===== src/rtl/ftb_pkg.sv =====
// ----------------------------------------------------------------------------
// ftb_pkg
// Shared types and constants for the frame to telemetry batcher.
// ----------------------------------------------------------------------------
package ftb_pkg;

   // field widths
   localparam int KIND_W    = 4;
   localparam int CMD_W     = 8;
   localparam int PAYLOAD_W = 64;
   localparam int BYTE_W    = 8;
   localparam int COUNT_W   = 16;
   localparam int SAMPLE_W  = 48;

   // byte staging register: command plus up to eight payload bytes
   localparam int SHREG_W = 72;
   localparam int LEN_W   = 4;

   // bytes per stored bias sample
   localparam int SAMPLE_BYTES = 6;

   // frame kind codes from the upstream decoder
   localparam logic [KIND_W-1:0] KIND_CB_LEVEL    = 4'd0;
   localparam logic [KIND_W-1:0] KIND_SWEEP_LEVEL = 4'd1;
   localparam logic [KIND_W-1:0] KIND_STEPS       = 4'd2;
   localparam logic [KIND_W-1:0] KIND_SWEEP_SET_LO = 4'd3;
   localparam logic [KIND_W-1:0] KIND_SWEEP_SET_HI = 4'd6;
   localparam logic [KIND_W-1:0] KIND_BIAS        = 4'd7;
   localparam logic [KIND_W-1:0] KIND_SENSOR      = 4'd8;
   localparam logic [KIND_W-1:0] KIND_PERIOD      = 4'd9;

   // sample memory strobes
   typedef struct packed {
      logic wr_en;
      logic rd_en;
   } ftb_ram_ctl_type;

endpackage


===== src/rtl/ftb_if.sv =====
// ----------------------------------------------------------------------------
// ftb_if
// Valid/ready channels of the batcher: frame input, telemetry byte output
// and the mode register write channel.
// ----------------------------------------------------------------------------
interface ftb_req_if;
   logic                            valid;
   logic                            ready;
   logic [ftb_pkg::KIND_W-1:0]      kind;
   logic [ftb_pkg::CMD_W-1:0]       command;
   logic [ftb_pkg::PAYLOAD_W-1:0]   payload;

   modport source (output valid, kind, command, payload, input ready);
   modport sink   (input valid, kind, command, payload, output ready);
endinterface

interface ftb_rsp_if;
   logic                        valid;
   logic                        ready;
   logic [ftb_pkg::BYTE_W-1:0]  tm_byte;
   logic                        last_byte;
   logic                        needs_service_header;
   logic                        empty_message;

   modport source (output valid, tm_byte, last_byte, needs_service_header,
                   empty_message, input ready);
   modport sink   (input valid, tm_byte, last_byte, needs_service_header,
                   empty_message, output ready);
endinterface

interface ftb_csr_if;
   logic valid;
   logic ready;
   logic data;

   modport source (output valid, data, input ready);
   modport sink   (input valid, data, output ready);
endinterface


===== src/rtl/frame_to_telemetry_batcher.sv =====
// ----------------------------------------------------------------------------
// frame_to_telemetry_batcher
// Turns decoded instrument frames into telemetry byte runs; batches bias
// samples in a ping-pong sample memory.
// ----------------------------------------------------------------------------
// One frame is taken per transfer on req_bus while the sequencer is idle; its
// message leaves on rsp_bus one byte per transfer, last_byte marking the end.
// A fixed-layout or housekeeping frame is accepted, then its message bytes
// leave one by one. A bias frame that only stores its sample is accepted
// and stored while the sequencer stays idle. A bias frame that flushes a
// batch of n samples sends the header bytes, then for each sample one
// memory read, a wait on the registered read data and six byte transfers.
// The output register lets a new frame in while the final byte waits
// downstream. The mode register on csr_bus must only change while no
// message is in flight. The sample memory needs no clearing pass.
module frame_to_telemetry_batcher #(
   parameter int SAMPLES_PER_BATCH = 10
) (
   input  logic        clock,
   input  logic        reset,
   ftb_req_if.sink     req_bus,
   ftb_rsp_if.source   rsp_bus,
   ftb_csr_if.sink     csr_bus
);

   localparam int ADDR_W = $clog2(SAMPLES_PER_BATCH) + 1;

   logic                              bias_mode_ff;
   ftb_pkg::ftb_ram_ctl_type          ram_ctl;
   logic [ADDR_W-1:0]                 ram_wr_addr;
   logic [ADDR_W-1:0]                 ram_rd_addr;
   logic [ftb_pkg::SAMPLE_W-1:0]      ram_wr_data;
   logic [ftb_pkg::SAMPLE_W-1:0]      ram_rd_data;

   // mode register
   assign csr_bus.ready = 1'b1;

   always_ff @(posedge clock) begin
      if (reset) begin
         bias_mode_ff <= 1'b0;
      end else if (csr_bus.valid) begin
         bias_mode_ff <= csr_bus.data;
      end
   end

   ftb_ctrl #(
      .SAMPLES_PER_BATCH (SAMPLES_PER_BATCH)
   ) u_ctrl (
      .clock       (clock),
      .reset       (reset),
      .bias_mode   (bias_mode_ff),
      .req_bus     (req_bus),
      .rsp_bus     (rsp_bus),
      .ram_ctl     (ram_ctl),
      .ram_wr_addr (ram_wr_addr),
      .ram_wr_data (ram_wr_data),
      .ram_rd_addr (ram_rd_addr),
      .ram_rd_data (ram_rd_data)
   );

   ftb_sample_ram #(
      .ADDR_W (ADDR_W)
   ) u_sample_ram (
      .clock   (clock),
      .ctl     (ram_ctl),
      .wr_addr (ram_wr_addr),
      .wr_data (ram_wr_data),
      .rd_addr (ram_rd_addr),
      .rd_data (ram_rd_data)
   );

endmodule


===== src/rtl/ftb_sample_ram.sv =====
// ----------------------------------------------------------------------------
// ftb_sample_ram
// Ping-pong sample store: one write port, one read port, registered read.
// ----------------------------------------------------------------------------
module ftb_sample_ram #(
   parameter int ADDR_W = 5
) (
   input  logic                            clock,
   input  ftb_pkg::ftb_ram_ctl_type        ctl,
   input  logic [ADDR_W-1:0]               wr_addr,
   input  logic [ftb_pkg::SAMPLE_W-1:0]    wr_data,
   input  logic [ADDR_W-1:0]               rd_addr,
   output logic [ftb_pkg::SAMPLE_W-1:0]    rd_data
);

   localparam int DEPTH = 1 << ADDR_W;

   logic [ftb_pkg::SAMPLE_W-1:0] mem [DEPTH];
   logic [ftb_pkg::SAMPLE_W-1:0] rd_data_ff;

   // write port
   always_ff @(posedge clock) begin
      if (ctl.wr_en) begin
         mem[wr_addr] <= wr_data;
      end
   end

   // read port, registered
   always_ff @(posedge clock) begin
      if (ctl.rd_en) begin
         rd_data_ff <= mem[rd_addr];
      end
   end

   assign rd_data = rd_data_ff;

endmodule


===== src/rtl/ftb_ctrl.sv =====
// ----------------------------------------------------------------------------
// ftb_ctrl
// Frame decode, bias batch bookkeeping and the byte sequencer that streams
// messages out of a staging register and the sample memory.
// ----------------------------------------------------------------------------
module ftb_ctrl #(
   parameter int SAMPLES_PER_BATCH = 10
) (
   input  logic                                     clock,
   input  logic                                     reset,
   input  logic                                     bias_mode,
   ftb_req_if.sink                                  req_bus,
   ftb_rsp_if.source                                rsp_bus,
   output ftb_pkg::ftb_ram_ctl_type                 ram_ctl,
   output logic [$clog2(SAMPLES_PER_BATCH):0]       ram_wr_addr,
   output logic [ftb_pkg::SAMPLE_W-1:0]             ram_wr_data,
   output logic [$clog2(SAMPLES_PER_BATCH):0]       ram_rd_addr,
   input  logic [ftb_pkg::SAMPLE_W-1:0]             ram_rd_data
);

   localparam int IDX_W  = $clog2(SAMPLES_PER_BATCH);
   localparam int FILL_W = $clog2(SAMPLES_PER_BATCH + 1);

   localparam logic [1:0] ST_IDLE = 2'd0;
   localparam logic [1:0] ST_EMIT = 2'd1;
   localparam logic [1:0] ST_READ = 2'd2;
   localparam logic [1:0] ST_WAIT = 2'd3;

   // sequencer
   logic [1:0]                       state_ff, state_in;
   logic [ftb_pkg::SHREG_W-1:0]      shreg_ff, shreg_in;
   logic [ftb_pkg::LEN_W-1:0]        len_ff, len_in;
   logic                             hdr_ff, hdr_in;
   logic                             empty_ff, empty_in;
   logic [FILL_W-1:0]                smp_left_ff, smp_left_in;
   logic [IDX_W-1:0]                 smp_idx_ff, smp_idx_in;
   logic                             flush_bank_ff, flush_bank_in;

   // bias batch state
   logic                             bank_ff, bank_in;
   logic [FILL_W-1:0]                fill_ff, fill_in;
   logic [ftb_pkg::COUNT_W-1:0]      expected_ff, expected_in;
   logic                             base_valid_ff, base_valid_in;
   logic [ftb_pkg::COUNT_W-1:0]      start_ff [2];
   logic                             start_we;
   logic                             start_sel;

   // output register
   logic                             rsp_valid_ff, rsp_valid_in;
   logic [ftb_pkg::BYTE_W-1:0]       rsp_byte_ff, rsp_byte_in;
   logic                             rsp_last_ff, rsp_last_in;
   logic                             rsp_hdr_ff, rsp_hdr_in;
   logic                             rsp_empty_ff, rsp_empty_in;

   logic                             accept;
   logic                             out_free;

   assign accept   = req_bus.valid && req_bus.ready;
   assign out_free = !rsp_valid_ff || rsp_bus.ready;

   assign req_bus.ready = (state_ff == ST_IDLE);

   assign rsp_bus.valid                = rsp_valid_ff;
   assign rsp_bus.tm_byte              = rsp_byte_ff;
   assign rsp_bus.last_byte            = rsp_last_ff;
   assign rsp_bus.needs_service_header = rsp_hdr_ff;
   assign rsp_bus.empty_message        = rsp_empty_ff;

   // next-state logic
   always_comb begin
      logic [ftb_pkg::COUNT_W-1:0] cnt;
      logic [ftb_pkg::COUNT_W-1:0] exp_sum;
      logic                        mismatch;
      logic                        new_batch;
      logic                        bank_w;
      logic [FILL_W-1:0]           fill_w;
      logic [FILL_W-1:0]           fill_n;
      logic                        full;

      state_in      = state_ff;
      shreg_in      = shreg_ff;
      len_in        = len_ff;
      hdr_in        = hdr_ff;
      empty_in      = empty_ff;
      smp_left_in   = smp_left_ff;
      smp_idx_in    = smp_idx_ff;
      flush_bank_in = flush_bank_ff;
      bank_in       = bank_ff;
      fill_in       = fill_ff;
      expected_in   = expected_ff;
      base_valid_in = base_valid_ff;
      start_we      = 1'b0;
      start_sel     = bank_ff;

      rsp_valid_in  = rsp_valid_ff && !rsp_bus.ready;
      rsp_byte_in   = rsp_byte_ff;
      rsp_last_in   = rsp_last_ff;
      rsp_hdr_in    = rsp_hdr_ff;
      rsp_empty_in  = rsp_empty_ff;

      ram_ctl.wr_en = 1'b0;
      ram_ctl.rd_en = 1'b0;
      ram_rd_addr   = {flush_bank_ff, smp_idx_ff};

      // bias batch decisions for the frame on the input
      cnt       = req_bus.payload[63:48];
      exp_sum   = expected_ff + ftb_pkg::COUNT_W'(fill_ff);
      mismatch  = base_valid_ff && (cnt != exp_sum);
      new_batch = !base_valid_ff || mismatch;
      bank_w    = mismatch ? !bank_ff : bank_ff;
      fill_w    = new_batch ? '0 : fill_ff;
      fill_n    = fill_w + FILL_W'(1);
      full      = (fill_n == FILL_W'(SAMPLES_PER_BATCH));

      ram_wr_addr = {bank_w, fill_w[IDX_W-1:0]};
      ram_wr_data = req_bus.payload[ftb_pkg::SAMPLE_W-1:0];

      case (state_ff)
         ST_IDLE: begin
            if (accept) begin
               hdr_in      = 1'b0;
               empty_in    = 1'b0;
               smp_left_in = '0;
               smp_idx_in  = '0;
               state_in    = ST_EMIT;
               case (req_bus.kind) inside
                  ftb_pkg::KIND_CB_LEVEL: begin
                     shreg_in = {req_bus.command, req_bus.payload[63:40], 40'd0};
                     len_in   = 4'd4;
                  end
                  ftb_pkg::KIND_SWEEP_LEVEL: begin
                     shreg_in = {req_bus.command, req_bus.payload[63:32], 32'd0};
                     len_in   = 4'd5;
                  end
                  ftb_pkg::KIND_STEPS: begin
                     shreg_in = {req_bus.command, req_bus.payload[63:56], 56'd0};
                     len_in   = 4'd2;
                  end
                  [ftb_pkg::KIND_SWEEP_SET_LO:ftb_pkg::KIND_SWEEP_SET_HI]: begin
                     shreg_in = {req_bus.command, req_bus.payload[63:48], 48'd0};
                     len_in   = 4'd3;
                  end
                  ftb_pkg::KIND_SENSOR: begin
                     shreg_in = {req_bus.payload, 8'd0};
                     len_in   = 4'd8;
                     hdr_in   = 1'b1;
                  end
                  ftb_pkg::KIND_PERIOD: begin
                     shreg_in = {req_bus.payload[63:48], 56'd0};
                     len_in   = 4'd2;
                     hdr_in   = 1'b1;
                  end
                  ftb_pkg::KIND_BIAS: begin
                     if (!bias_mode) begin
                        state_in = ST_IDLE;
                     end else begin
                        // open a new batch on first sample or broken sequence
                        if (new_batch) begin
                           start_we    = 1'b1;
                           start_sel   = bank_w;
                           expected_in = cnt;
                        end
                        ram_ctl.wr_en = 1'b1;
                        // flush header: command, start count of flushed bank
                        len_in = 4'd3;
                        if (mismatch) begin
                           shreg_in      = {req_bus.command, start_ff[bank_ff], 48'd0};
                           flush_bank_in = bank_ff;
                           smp_left_in   = fill_ff;
                        end else begin
                           shreg_in      = {req_bus.command,
                                            new_batch ? cnt : start_ff[bank_ff], 48'd0};
                           flush_bank_in = bank_w;
                           smp_left_in   = FILL_W'(SAMPLES_PER_BATCH);
                        end
                        if (full) begin
                           fill_in       = '0;
                           base_valid_in = 1'b0;
                           bank_in       = !bank_w;
                        end else begin
                           fill_in       = fill_n;
                           base_valid_in = 1'b1;
                           bank_in       = bank_w;
                        end
                        if (!mismatch && !full) begin
                           state_in = ST_IDLE;
                        end
                     end
                  end
                  default: begin
                     // unknown kind: single empty-message transfer
                     shreg_in = '0;
                     len_in   = 4'd1;
                     empty_in = 1'b1;
                  end
               endcase
            end
         end

         ST_EMIT: begin
            if (out_free) begin
               rsp_valid_in = 1'b1;
               rsp_byte_in  = shreg_ff[ftb_pkg::SHREG_W-1 -: ftb_pkg::BYTE_W];
               rsp_last_in  = (len_ff == 4'd1) && (smp_left_ff == '0);
               rsp_hdr_in   = hdr_ff;
               rsp_empty_in = empty_ff;
               shreg_in     = {shreg_ff[ftb_pkg::SHREG_W-ftb_pkg::BYTE_W-1:0],
                               {ftb_pkg::BYTE_W{1'b0}}};
               len_in       = len_ff - 4'd1;
               if (len_ff == 4'd1) begin
                  state_in = (smp_left_ff != '0) ? ST_READ : ST_IDLE;
               end
            end
         end

         ST_READ: begin
            ram_ctl.rd_en = 1'b1;
            state_in      = ST_WAIT;
         end

         ST_WAIT: begin
            // sample arrives from the memory, queue its six bytes
            shreg_in    = {ram_rd_data, 24'd0};
            len_in      = ftb_pkg::LEN_W'(ftb_pkg::SAMPLE_BYTES);
            smp_idx_in  = smp_idx_ff + IDX_W'(1);
            smp_left_in = smp_left_ff - FILL_W'(1);
            state_in    = ST_EMIT;
         end

         default: begin
            state_in = ST_IDLE;
         end
      endcase
   end

   // control registers
   always_ff @(posedge clock) begin
      if (reset) begin
         state_ff      <= ST_IDLE;
         bank_ff       <= 1'b0;
         fill_ff       <= '0;
         expected_ff   <= '0;
         base_valid_ff <= 1'b0;
         rsp_valid_ff  <= 1'b0;
      end else begin
         state_ff      <= state_in;
         bank_ff       <= bank_in;
         fill_ff       <= fill_in;
         expected_ff   <= expected_in;
         base_valid_ff <= base_valid_in;
         rsp_valid_ff  <= rsp_valid_in;
      end
   end

   // payload registers
   always_ff @(posedge clock) begin
      shreg_ff      <= shreg_in;
      len_ff        <= len_in;
      hdr_ff        <= hdr_in;
      empty_ff      <= empty_in;
      smp_left_ff   <= smp_left_in;
      smp_idx_ff    <= smp_idx_in;
      flush_bank_ff <= flush_bank_in;
      rsp_byte_ff   <= rsp_byte_in;
      rsp_last_ff   <= rsp_last_in;
      rsp_hdr_ff    <= rsp_hdr_in;
      rsp_empty_ff  <= rsp_empty_in;
      if (start_we) begin
         start_ff[start_sel] <= req_bus.payload[63:48];
      end
   end

endmodule


===== src/flat_wrapper.sv =====
// flat-port wrapper written by rule: the top's interface ports become plain ports
module frame_to_telemetry_batcher_flat 
#(
   parameter int SAMPLES_PER_BATCH = 10
)
  (clock, reset, req_bus_valid, req_bus_kind, req_bus_command, req_bus_payload, req_bus_ready, rsp_bus_valid, rsp_bus_tm_byte, rsp_bus_last_byte, rsp_bus_needs_service_header, rsp_bus_empty_message, rsp_bus_ready, csr_bus_valid, csr_bus_data, csr_bus_ready);
  ftb_req_if req_bus_i ();
  ftb_rsp_if rsp_bus_i ();
  ftb_csr_if csr_bus_i ();
  input  logic clock;
  input  logic reset;
  input wire logic [$bits(req_bus_i.valid)-1:0] req_bus_valid;
  input wire logic [$bits(req_bus_i.kind)-1:0] req_bus_kind;
  input wire logic [$bits(req_bus_i.command)-1:0] req_bus_command;
  input wire logic [$bits(req_bus_i.payload)-1:0] req_bus_payload;
  output wire logic [$bits(req_bus_i.ready)-1:0] req_bus_ready;
  output wire logic [$bits(rsp_bus_i.valid)-1:0] rsp_bus_valid;
  output wire logic [$bits(rsp_bus_i.tm_byte)-1:0] rsp_bus_tm_byte;
  output wire logic [$bits(rsp_bus_i.last_byte)-1:0] rsp_bus_last_byte;
  output wire logic [$bits(rsp_bus_i.needs_service_header)-1:0] rsp_bus_needs_service_header;
  output wire logic [$bits(rsp_bus_i.empty_message)-1:0] rsp_bus_empty_message;
  input wire logic [$bits(rsp_bus_i.ready)-1:0] rsp_bus_ready;
  input wire logic [$bits(csr_bus_i.valid)-1:0] csr_bus_valid;
  input wire logic [$bits(csr_bus_i.data)-1:0] csr_bus_data;
  output wire logic [$bits(csr_bus_i.ready)-1:0] csr_bus_ready;
  assign req_bus_i.valid = req_bus_valid;
  assign req_bus_i.kind = req_bus_kind;
  assign req_bus_i.command = req_bus_command;
  assign req_bus_i.payload = req_bus_payload;
  assign req_bus_ready = req_bus_i.ready;
  assign rsp_bus_valid = rsp_bus_i.valid;
  assign rsp_bus_tm_byte = rsp_bus_i.tm_byte;
  assign rsp_bus_last_byte = rsp_bus_i.last_byte;
  assign rsp_bus_needs_service_header = rsp_bus_i.needs_service_header;
  assign rsp_bus_empty_message = rsp_bus_i.empty_message;
  assign rsp_bus_i.ready = rsp_bus_ready;
  assign csr_bus_i.valid = csr_bus_valid;
  assign csr_bus_i.data = csr_bus_data;
  assign csr_bus_ready = csr_bus_i.ready;
  frame_to_telemetry_batcher #(.SAMPLES_PER_BATCH(SAMPLES_PER_BATCH)) u_core (.clock(clock), .reset(reset), .req_bus(req_bus_i), .rsp_bus(rsp_bus_i), .csr_bus(csr_bus_i));
endmodule

===== config.mk =====
export PLATFORM = sky130hd
export DESIGN_NAME = frame_to_telemetry_batcher_flat
export DESIGN_NICKNAME = d
export VERILOG_FILES = /design/src/rtl/ftb_pkg.sv /design/src/rtl/ftb_if.sv /design/src/rtl/frame_to_telemetry_batcher.sv /design/src/rtl/ftb_sample_ram.sv /design/src/rtl/ftb_ctrl.sv /design/src/flat_wrapper.sv
export SDC_FILE = /design/constraint.sdc
export NUM_CORES = 2
export LEC_CHECK = 0
export BUFFER_PORTS_ARGS = -buffer_cell sky130_fd_sc_hd__buf_2
export CAP_MARGIN = 20
export CORE_MARGIN = 2
export CORE_UTILIZATION = 56
export CTS_CLUSTER_DIAMETER = 150
export DETAILED_ROUTE_END_ITERATION = 12
export PLACE_DENSITY = 0.74
export REMOVE_ABC_BUFFERS = 1
export SYNTH_ARGS = -nofsm -noshare
export SYNTH_HDL_FRONTEND = slang
export SYNTH_SLANG_ARGS = --single-unit

===== constraint.sdc =====
create_clock -name clock -period 8.3 [get_ports clock]
set_clock_uncertainty 0.1 [all_clocks]
set_input_delay 2.075 -clock clock [delete_from_list [all_inputs] [get_ports clock]]
set_output_delay 2.075 -clock clock [all_outputs]
set_load 0.005 [all_outputs]

Yosys cells after proc, flatten, opt, wreduce, memory -nomap -nowiden
Memory sizes are Yosys's and may differ from the RTL's. A register that Yosys moved wholly into a read port is not among the register bits.
Index checks and enable logic that the tools add are counted.
- $add $sub $neg: 5
- $lt $le $gt $ge: 2
- eq/ne operators: 15
- muxes and demuxes: 101
- bitwise gates (word level): 6
- reduce and logical (&&, ||, !) cells: 30
- operators with widths (operator ; number):
    $mux 72 ; 10
    $pmux 72 s3 ; 1
    $mux 4 ; 23
    $mux 64 ; 1
    $mux 1 ; 49
    $mux 2 ; 12
    $add 16x4->16 ; 1
    $mux 16 ; 1
    $ne 16x16->1 ; 1
    $pmux 4 s2 ; 2
    $eq 4x4->1 const B ; 3
    $pmux 4 s3 ; 1
    $reduce_and 11->1 ; 1
    $reduce_and 10->1 ; 1
    $ne 9x8->1 const B ; 1
    $add 4x1->4 const B ; 2
    $eq 4x1->1 const B ; 2
    $logic_not 4->1 ; 2
    $pmux 2 s4 ; 1
    $sub 4x1->4 const B ; 2
    $logic_not 1->1 ; 7
    $logic_and 1x1->1 ; 6
    $not 1->1 ; 6
    $reduce_and 2->1 ; 3
    17 further kinds ; 20
- register bits: 124
- RAM bits: 1568
- bits of input ports: 82
- output and inout bits: 14
- logic and storage cells: 179
- memories: 2
- memory list (memory ; words ; width ; read ports ; clocked after Yosys merged registers in ; write ports ; RTL line ; text):
    u_core.u_sample_ram.mem ; 32 ; 48 ; 1 ; 1 ; 1 ; ftb_sample_ram.sv:18 ; logic [ftb_pkg::SAMPLE_W-1:0] mem [DEPTH];
    u_core.u_ctrl.start_ff ; 2 ; 16 ; 1 ; 1 ; 1 ; ftb_ctrl.sv:44 ; logic [ftb_pkg::COUNT_W-1:0] start_ff [2];

Longest topological paths before layout
- depth in word-level cells: 20
- mapped depth: 20
- depth with buffers taken out: 17

By module
From an unflattened synthesis, not the netlist that was laid out.
- cell total of the unflattened synthesis: 4098
- area, all modules: 69367.8 µm²
- by module, submodules not included (module ; times used ; cells an instance ; area an instance (µm²) ; seq. area each (µm²)):
    ftb_sample_ram ; 1 ; 3364 ; 61205.0 ; 47565.6
    ftb_ctrl ; 1 ; 729 ; 8117.8 ; 4184.0
    frame_to_telemetry_batcher ; 1 ; 5 ; 45.0 ; 20.0

Least setup slack after synthesis
Ideal clock, no wire load.
- kind: input to register
- from: in req_bus_payload[56]
- to: mem u_core.u_sample_ram.mem[0][0] (netlist name) (enable)
- setup time: 0.526 ns
- arrival: 8.085 ns
- required time: 7.674 ns
- path slack: -0.410 ns
- stages on the path: 10
- path buffers: 1
- path through: xnor2_1 a2111oi_0 o221ai_1 a221oi_2 or4b_1 o21ai_2 ha_1 clkbuf_1 clkinv_1 a211oi_1
- longest elaborated chain between the ends: 4
- elaborated cells between the ends (all ways): 5
- classes of those cells: eq/ne (1); mux (2); reduce/logical (2)
- RTL lines (what ; RTL line ; text):
    from (decl) ; flat_wrapper.sv:15 ; input wire logic [$bits(req_bus_i.payload)-1:0] req_bus_payload;
    $ne 16x16->1 * ; ftb_ctrl.sv:108 ; mismatch = base_valid_ff && (cnt != exp_sum);
    $logic_and 1x1->1 * ; ftb_ctrl.sv:108 ;
    $logic_or 1x1->1 ; ftb_ctrl.sv:109 ; new_batch = !base_valid_ff || mismatch;
    $mux 4 ; ftb_ctrl.sv:111 ; fill_w = new_batch ? '0 : fill_ff;
    to (decl) ; ftb_sample_ram.sv:18 ;
Every way passes the cells marked *; elsewhere a longest branch is shown, timed or not.

Worst setup path in the final report
- from: in req_bus_payload[50]
- to: mem u_core.u_sample_ram.mem[0][30] (netlist name) (enable)
Same word-level chain as after synthesis.

==> summary.md <==
| Metric | Value |
|---|---|
| Vias per cell | between 6 and 7 |
| Number of enable-type register cells in the synthesized netlist | between 1500 and 2000 |
| Remaining Overflow, GRT | 0 |
| Slew Limit Headroom | between 20% and 30% |
| Hold buffers post-CTS | 0 |
| H-tree Lvls | 4 |
| Initial antenna violation count | 9 |
| Number of buffers inserted by port buffering | 94 |
| Final slew viol count | 0 |
| Number of placed instances, taps included | about 4600 |
| Status | complete, no violations |
| CTS clk-pin slew, worst paths | roughly 0.060 ns |
| Share of the yosys chip area belonging to registers | between 70% and 80% |
| Min-Delay Path Class | flop to flop |
| Fraction of registers with async set/reset | 0% |
| Longest Clk Path Bufs | 3 |
| Worst Path Class, Setup | primary input to flop |
| Highest Clock Rate | between 0.15 and 0.2 GHz |
| Detail Route Antenna Nets | 0 |
| Master cell of the clock root buffer | sky130_fd_sc_hd__clkbuf_16 |
| Number of standard cells after synthesis | 2991 |
| Number of iterations in the first detailed-routing pass | 8 |
| Routed wire length | 159700 µm |
| Maximum fanout count along the critical path | 30 |
| Via count of the first global-routing pass | about 33000 |
| Number of flip-flops and latches in the synthesized netlist | about 1700 |
| Initial core utilization | a little under three fifths |
| Most area-hungry cell type in the Yosys netlist | sky130_fd_sc_hd__edfxtp_1 |
| Final worst slack | between 1.5 and 2 ns |
| Required arrival time at the worst endpoint | about 8.6 ns |
| Proportion of netlist area held by the largest area contributor | about three quarters |
| Final Setup Violations | 0 |
| Detailed Route Iter0 Violations | 4456 |
| Maximum cell stage delay along the critical path | 0.59 ns |
| Die H | roughly 350 µm |
| Mapped Area | slightly below 70000 µm² |
| Tmin final | about 6.3 ns |
| Number of nets at the end of the flow | 3262 |
| Wire length per cell | between 30 and 40 µm |
| Critical path launch point type | primary input |
| WHS Path Cells | 0 |
| Number of max-capacitance violations reported | 0 |
| Final instance count without filler cells | 4918 |
| Area enclosed by the die boundary | approximately 120000 µm² |
| Buf/Inv on CP | 3 |
| Top FF cell, synth | sky130_fd_sc_hd__edfxtp_1 |
| Clock insertion delay at the later pin of the skew report | around 0.8 ns |
| Slew at the pin closest to its max-slew limit | around 1.1 ns |
| Sequence of cells on the critical path | buf_2 -> xor3_1 -> nor3_1 -> o221ai_1 -> a221oi_2 -> or4b_1 -> o21ai_2 -> ha_1 -> clkinv_1 -> a211oi_4 -> buf_4 |
| Number of top-level design ports | 96 |
| Post-place setup slack | between 1 and 1.5 ns |
| Unrepaired setup endpoints after global routing | no |
| Leakage | about 23 nW |
| Largest vdd supply drop | between 0.2 and 0.25 mV |
| Detailed Place HPWL | roughly 87000 µm |
| Total power | 18.03 mW |
| Mean instance size in the synthesized netlist | 22.66 µm² |
| Die extent in x | roughly 350 µm |
| Layout cells sized above 1 | between 30% and 40% |
| Relative area change from synthesis to final layout | 11.88% |
| Largest net degree at the start of global routing | between 150 and 200 |
| Worst EP arrival | around 6.6 ns |
| Slowest CP cell | sky130_fd_sc_hd__or4b_1 |
| Placement row count | between 100 and 150 |
| Gr usage total | 26.40% |
| Yosys warns | 0 |
| Number of clock sinks | around 1700 |
| Kind of end point of the critical path | flop |
| Gates resized, CTS repair | 0 |
| Leading cell types by total area after synthesis | sky130_fd_sc_hd__edfxtp_1, sky130_fd_sc_hd__mux4_2, sky130_fd_sc_hd__mux2_2 |
| TritonCTS Buffers | between 150 and 200 |
| Standard cell core area | around 120000 µm² |
| Worst path depth | 11 |
| Post-CTS Setup Bufs | 0 |
| Number of distinct standard cells referenced by the synthesized netlist | 70 |
| PD cells | 237.7 nW/µm² |
| Detailed-route via count | 32549 |
| Count of unresolved DRC violations after routing | 0 |
| Wire length of the first global-routing pass | between 200000 and 250000 µm |
| Share of the cycle needed by the critical path after routing | 76.12% |
| Gpl congestion | 0.8668 |
| Critical path's top delay family | buffers and inverters |
| Cell count of the worst reg-to-reg path | 12 |
| TritonCTS clock tree | built |
| Worst reg2reg setup slack | approximately 2.2 ns |
| Final hold viol count | 0 |
cells in the mapped netlist (3+ instances only):
cell                       instances
sky130_fd_sc_hd__or2_2             3
sky130_fd_sc_hd__mux2i_1          53
sky130_fd_sc_hd__clkbuf_1        117
sky130_fd_sc_hd__xor2_1           12
sky130_fd_sc_hd__a21oi_1          39
sky130_fd_sc_hd__dfxtp_1          27
sky130_fd_sc_hd__a211o_1           3
sky130_fd_sc_hd__nand4_1           5
sky130_fd_sc_hd__xnor2_1          13
sky130_fd_sc_hd__o21ai_0          26
sky130_fd_sc_hd__nand2_1          33
sky130_fd_sc_hd__ha_1             15
sky130_fd_sc_hd__mux2_2           75
sky130_fd_sc_hd__a311oi_1         11
sky130_fd_sc_hd__and3_1            6
sky130_fd_sc_hd__a22oi_1          13
sky130_fd_sc_hd__mux4_2          480
sky130_fd_sc_hd__o31a_1            6
sky130_fd_sc_hd__nand3_1          12
sky130_fd_sc_hd__o22ai_1           7
sky130_fd_sc_hd__nand2b_1         37
sky130_fd_sc_hd__nor2_1           33
sky130_fd_sc_hd__a211oi_2          5
sky130_fd_sc_hd__inv_1            31
sky130_fd_sc_hd__nor4_1            3
sky130_fd_sc_hd__a211oi_1         11
sky130_fd_sc_hd__buf_1            43
sky130_fd_sc_hd__a22o_1            9
sky130_fd_sc_hd__a31oi_1           5
sky130_fd_sc_hd__edfxtp_1       1706
sky130_fd_sc_hd__nor3b_1           3
sky130_fd_sc_hd__buf_2             9
sky130_fd_sc_hd__or3_1             3
sky130_fd_sc_hd__a222oi_1         28
sky130_fd_sc_hd__and2_1           14
sky130_fd_sc_hd__nor2b_1          15
sky130_fd_sc_hd__nor3_1           35
sky130_fd_sc_hd__nand3b_1          6
worst register-to-register path, delay by kind of cell, from the launching register on:
family	cells	cell delay, ns
simple gates	3	1.12
fa+ha+maj	3	1.26
compound gates	3	1.45
xor+xnor	1	0.22
buf+inv	2	1.17
flops	1	0.40
where the power goes:
group	internal, mW	switching [mW]
clock	4.02	3.21
sequential	9.71	0.0343
combinational	0.441	0.615
total	14.2	3.86
flip-flops by register name, summed over array words and instances (netlist names), 4 cells and up, named ones only:
register and count:
u_core.u_ctrl.len_ff 4, u_core.u_sample_ram.mem 1536, u_core.u_ctrl.smp_left_ff 4, u_core.u_ctrl.fill_ff 4, u_core.u_ctrl.expected_ff 16, u_core.u_sample_ram.rd_data 48, u_core.u_ctrl.rsp_bus.tm_byte 8, u_core.u_ctrl.shreg_ff 64
u_core.u_ctrl.smp_idx_ff 4, u_core.u_ctrl.start_ff 32
logic make-up (layout without fill, tap and decap cells):
kind of cell | count (synthesis) | count (layout) | share of synthesized area [%]
adder cells (fa/ha/maj) | 16 | 16 | 0.3064
XOR/XNOR | 26 | 26 | 0.3581
buffers and inverters | 204 | 518 | 1.174
AND/OR/NAND/NOR | 218 | 218 | 1.748
other | 1 | 2 | 0.005533
flip-flops | 1733 | 1733 | 76.38
multiplexers | 608 | 608 | 17.98
AO/OA/AOI/OAI | 185 | 185 | 2.045
cell type report:
type,instances,area (µm²)
Tap cell,1612,2017
Clock inverter,91,742.0
Fill cell,7687,44140
Antenna cell,1,2.502
Timing Repair Buffer,174,1284
Multi-Input combinational cell,1054,15440
Clock buffer,221,4446
Inverter,32,120.1
Sequential cell,1733,51770
cells in the final DEF, fill, tap and decap left out, types with 6 or more instances in the layout:
cell,netlist,final
sky130_fd_sc_hd__a211oi_1,11,8
sky130_fd_sc_hd__a211oi_4,0,8
sky130_fd_sc_hd__a21oi_1,39,39
sky130_fd_sc_hd__a222oi_1,28,28
sky130_fd_sc_hd__a22o_1,9,9
sky130_fd_sc_hd__a22oi_1,13,13
sky130_fd_sc_hd__a311oi_1,11,11
sky130_fd_sc_hd__and2_1,14,14
sky130_fd_sc_hd__and3_1,6,6
sky130_fd_sc_hd__buf_12,0,17
sky130_fd_sc_hd__buf_2,9,94
sky130_fd_sc_hd__buf_4,1,63
sky130_fd_sc_hd__bufinv_16,0,7
sky130_fd_sc_hd__clkbuf_1,117,51
sky130_fd_sc_hd__clkbuf_16,0,170
sky130_fd_sc_hd__clkinv_1,1,39
sky130_fd_sc_hd__clkinv_2,0,26
sky130_fd_sc_hd__clkinv_8,0,8
sky130_fd_sc_hd__dfxtp_1,27,25
sky130_fd_sc_hd__edfxtp_1,1706,1706
sky130_fd_sc_hd__ha_1,15,15
sky130_fd_sc_hd__inv_1,31,31
sky130_fd_sc_hd__mux2_2,75,75
sky130_fd_sc_hd__mux2i_1,53,53
sky130_fd_sc_hd__mux4_2,480,480
sky130_fd_sc_hd__nand2_1,33,32
sky130_fd_sc_hd__nand2b_1,37,37
sky130_fd_sc_hd__nand3_1,12,12
sky130_fd_sc_hd__nand3b_1,6,6
sky130_fd_sc_hd__nor2_1,33,33
sky130_fd_sc_hd__nor2b_1,15,13
sky130_fd_sc_hd__nor3_1,35,8
sky130_fd_sc_hd__nor3_2,0,27
sky130_fd_sc_hd__o21ai_0,26,26
sky130_fd_sc_hd__o22ai_1,7,7
sky130_fd_sc_hd__o31a_1,6,6
sky130_fd_sc_hd__xnor2_1,13,13
sky130_fd_sc_hd__xor2_1,12,12
metrics by stage:
step	hold WS, ns	cell area, µm²	utilization [%]	setup TNS (ns)
2_1_floorplan	0.3003	67100	-	-533.44
3_3_place_gp	0.3037	70640	58.88	0
3_5_place_dp	0.3061	70640	58.88	0
4_1_cts	0.3252	75830	63.20	0
5_1_grt	0.3343	75830	63.20	0
6_report	0.3247	75830	63.20	0
path summary, 6_finish.rpt:
kind	to	startpoint
worst max-delay path	u_core.u_sample_ram.mem[0][30]	req_bus_payload[50]
worst min-delay path	u_core.u_ctrl.rsp_bus.tm_byte[5]	u_core.u_ctrl.shreg_ff[69]
worst max register to register	u_core.u_sample_ram.mem[0][30]	u_core.u_ctrl.fill_ff[0]
worst min register to register	u_core.u_ctrl.rsp_bus.tm_byte[5]	u_core.u_ctrl.shreg_ff[69]
routing by layer:
metal  share of wire, %  global-route usage (%)
met5              0.017                       0
met4                2.8                   7.919
met3                8.8                   4.546
met2                 50                   43.29
met1                 38                   36.96
No activity file was read; power rests on OpenSTA's default activity.
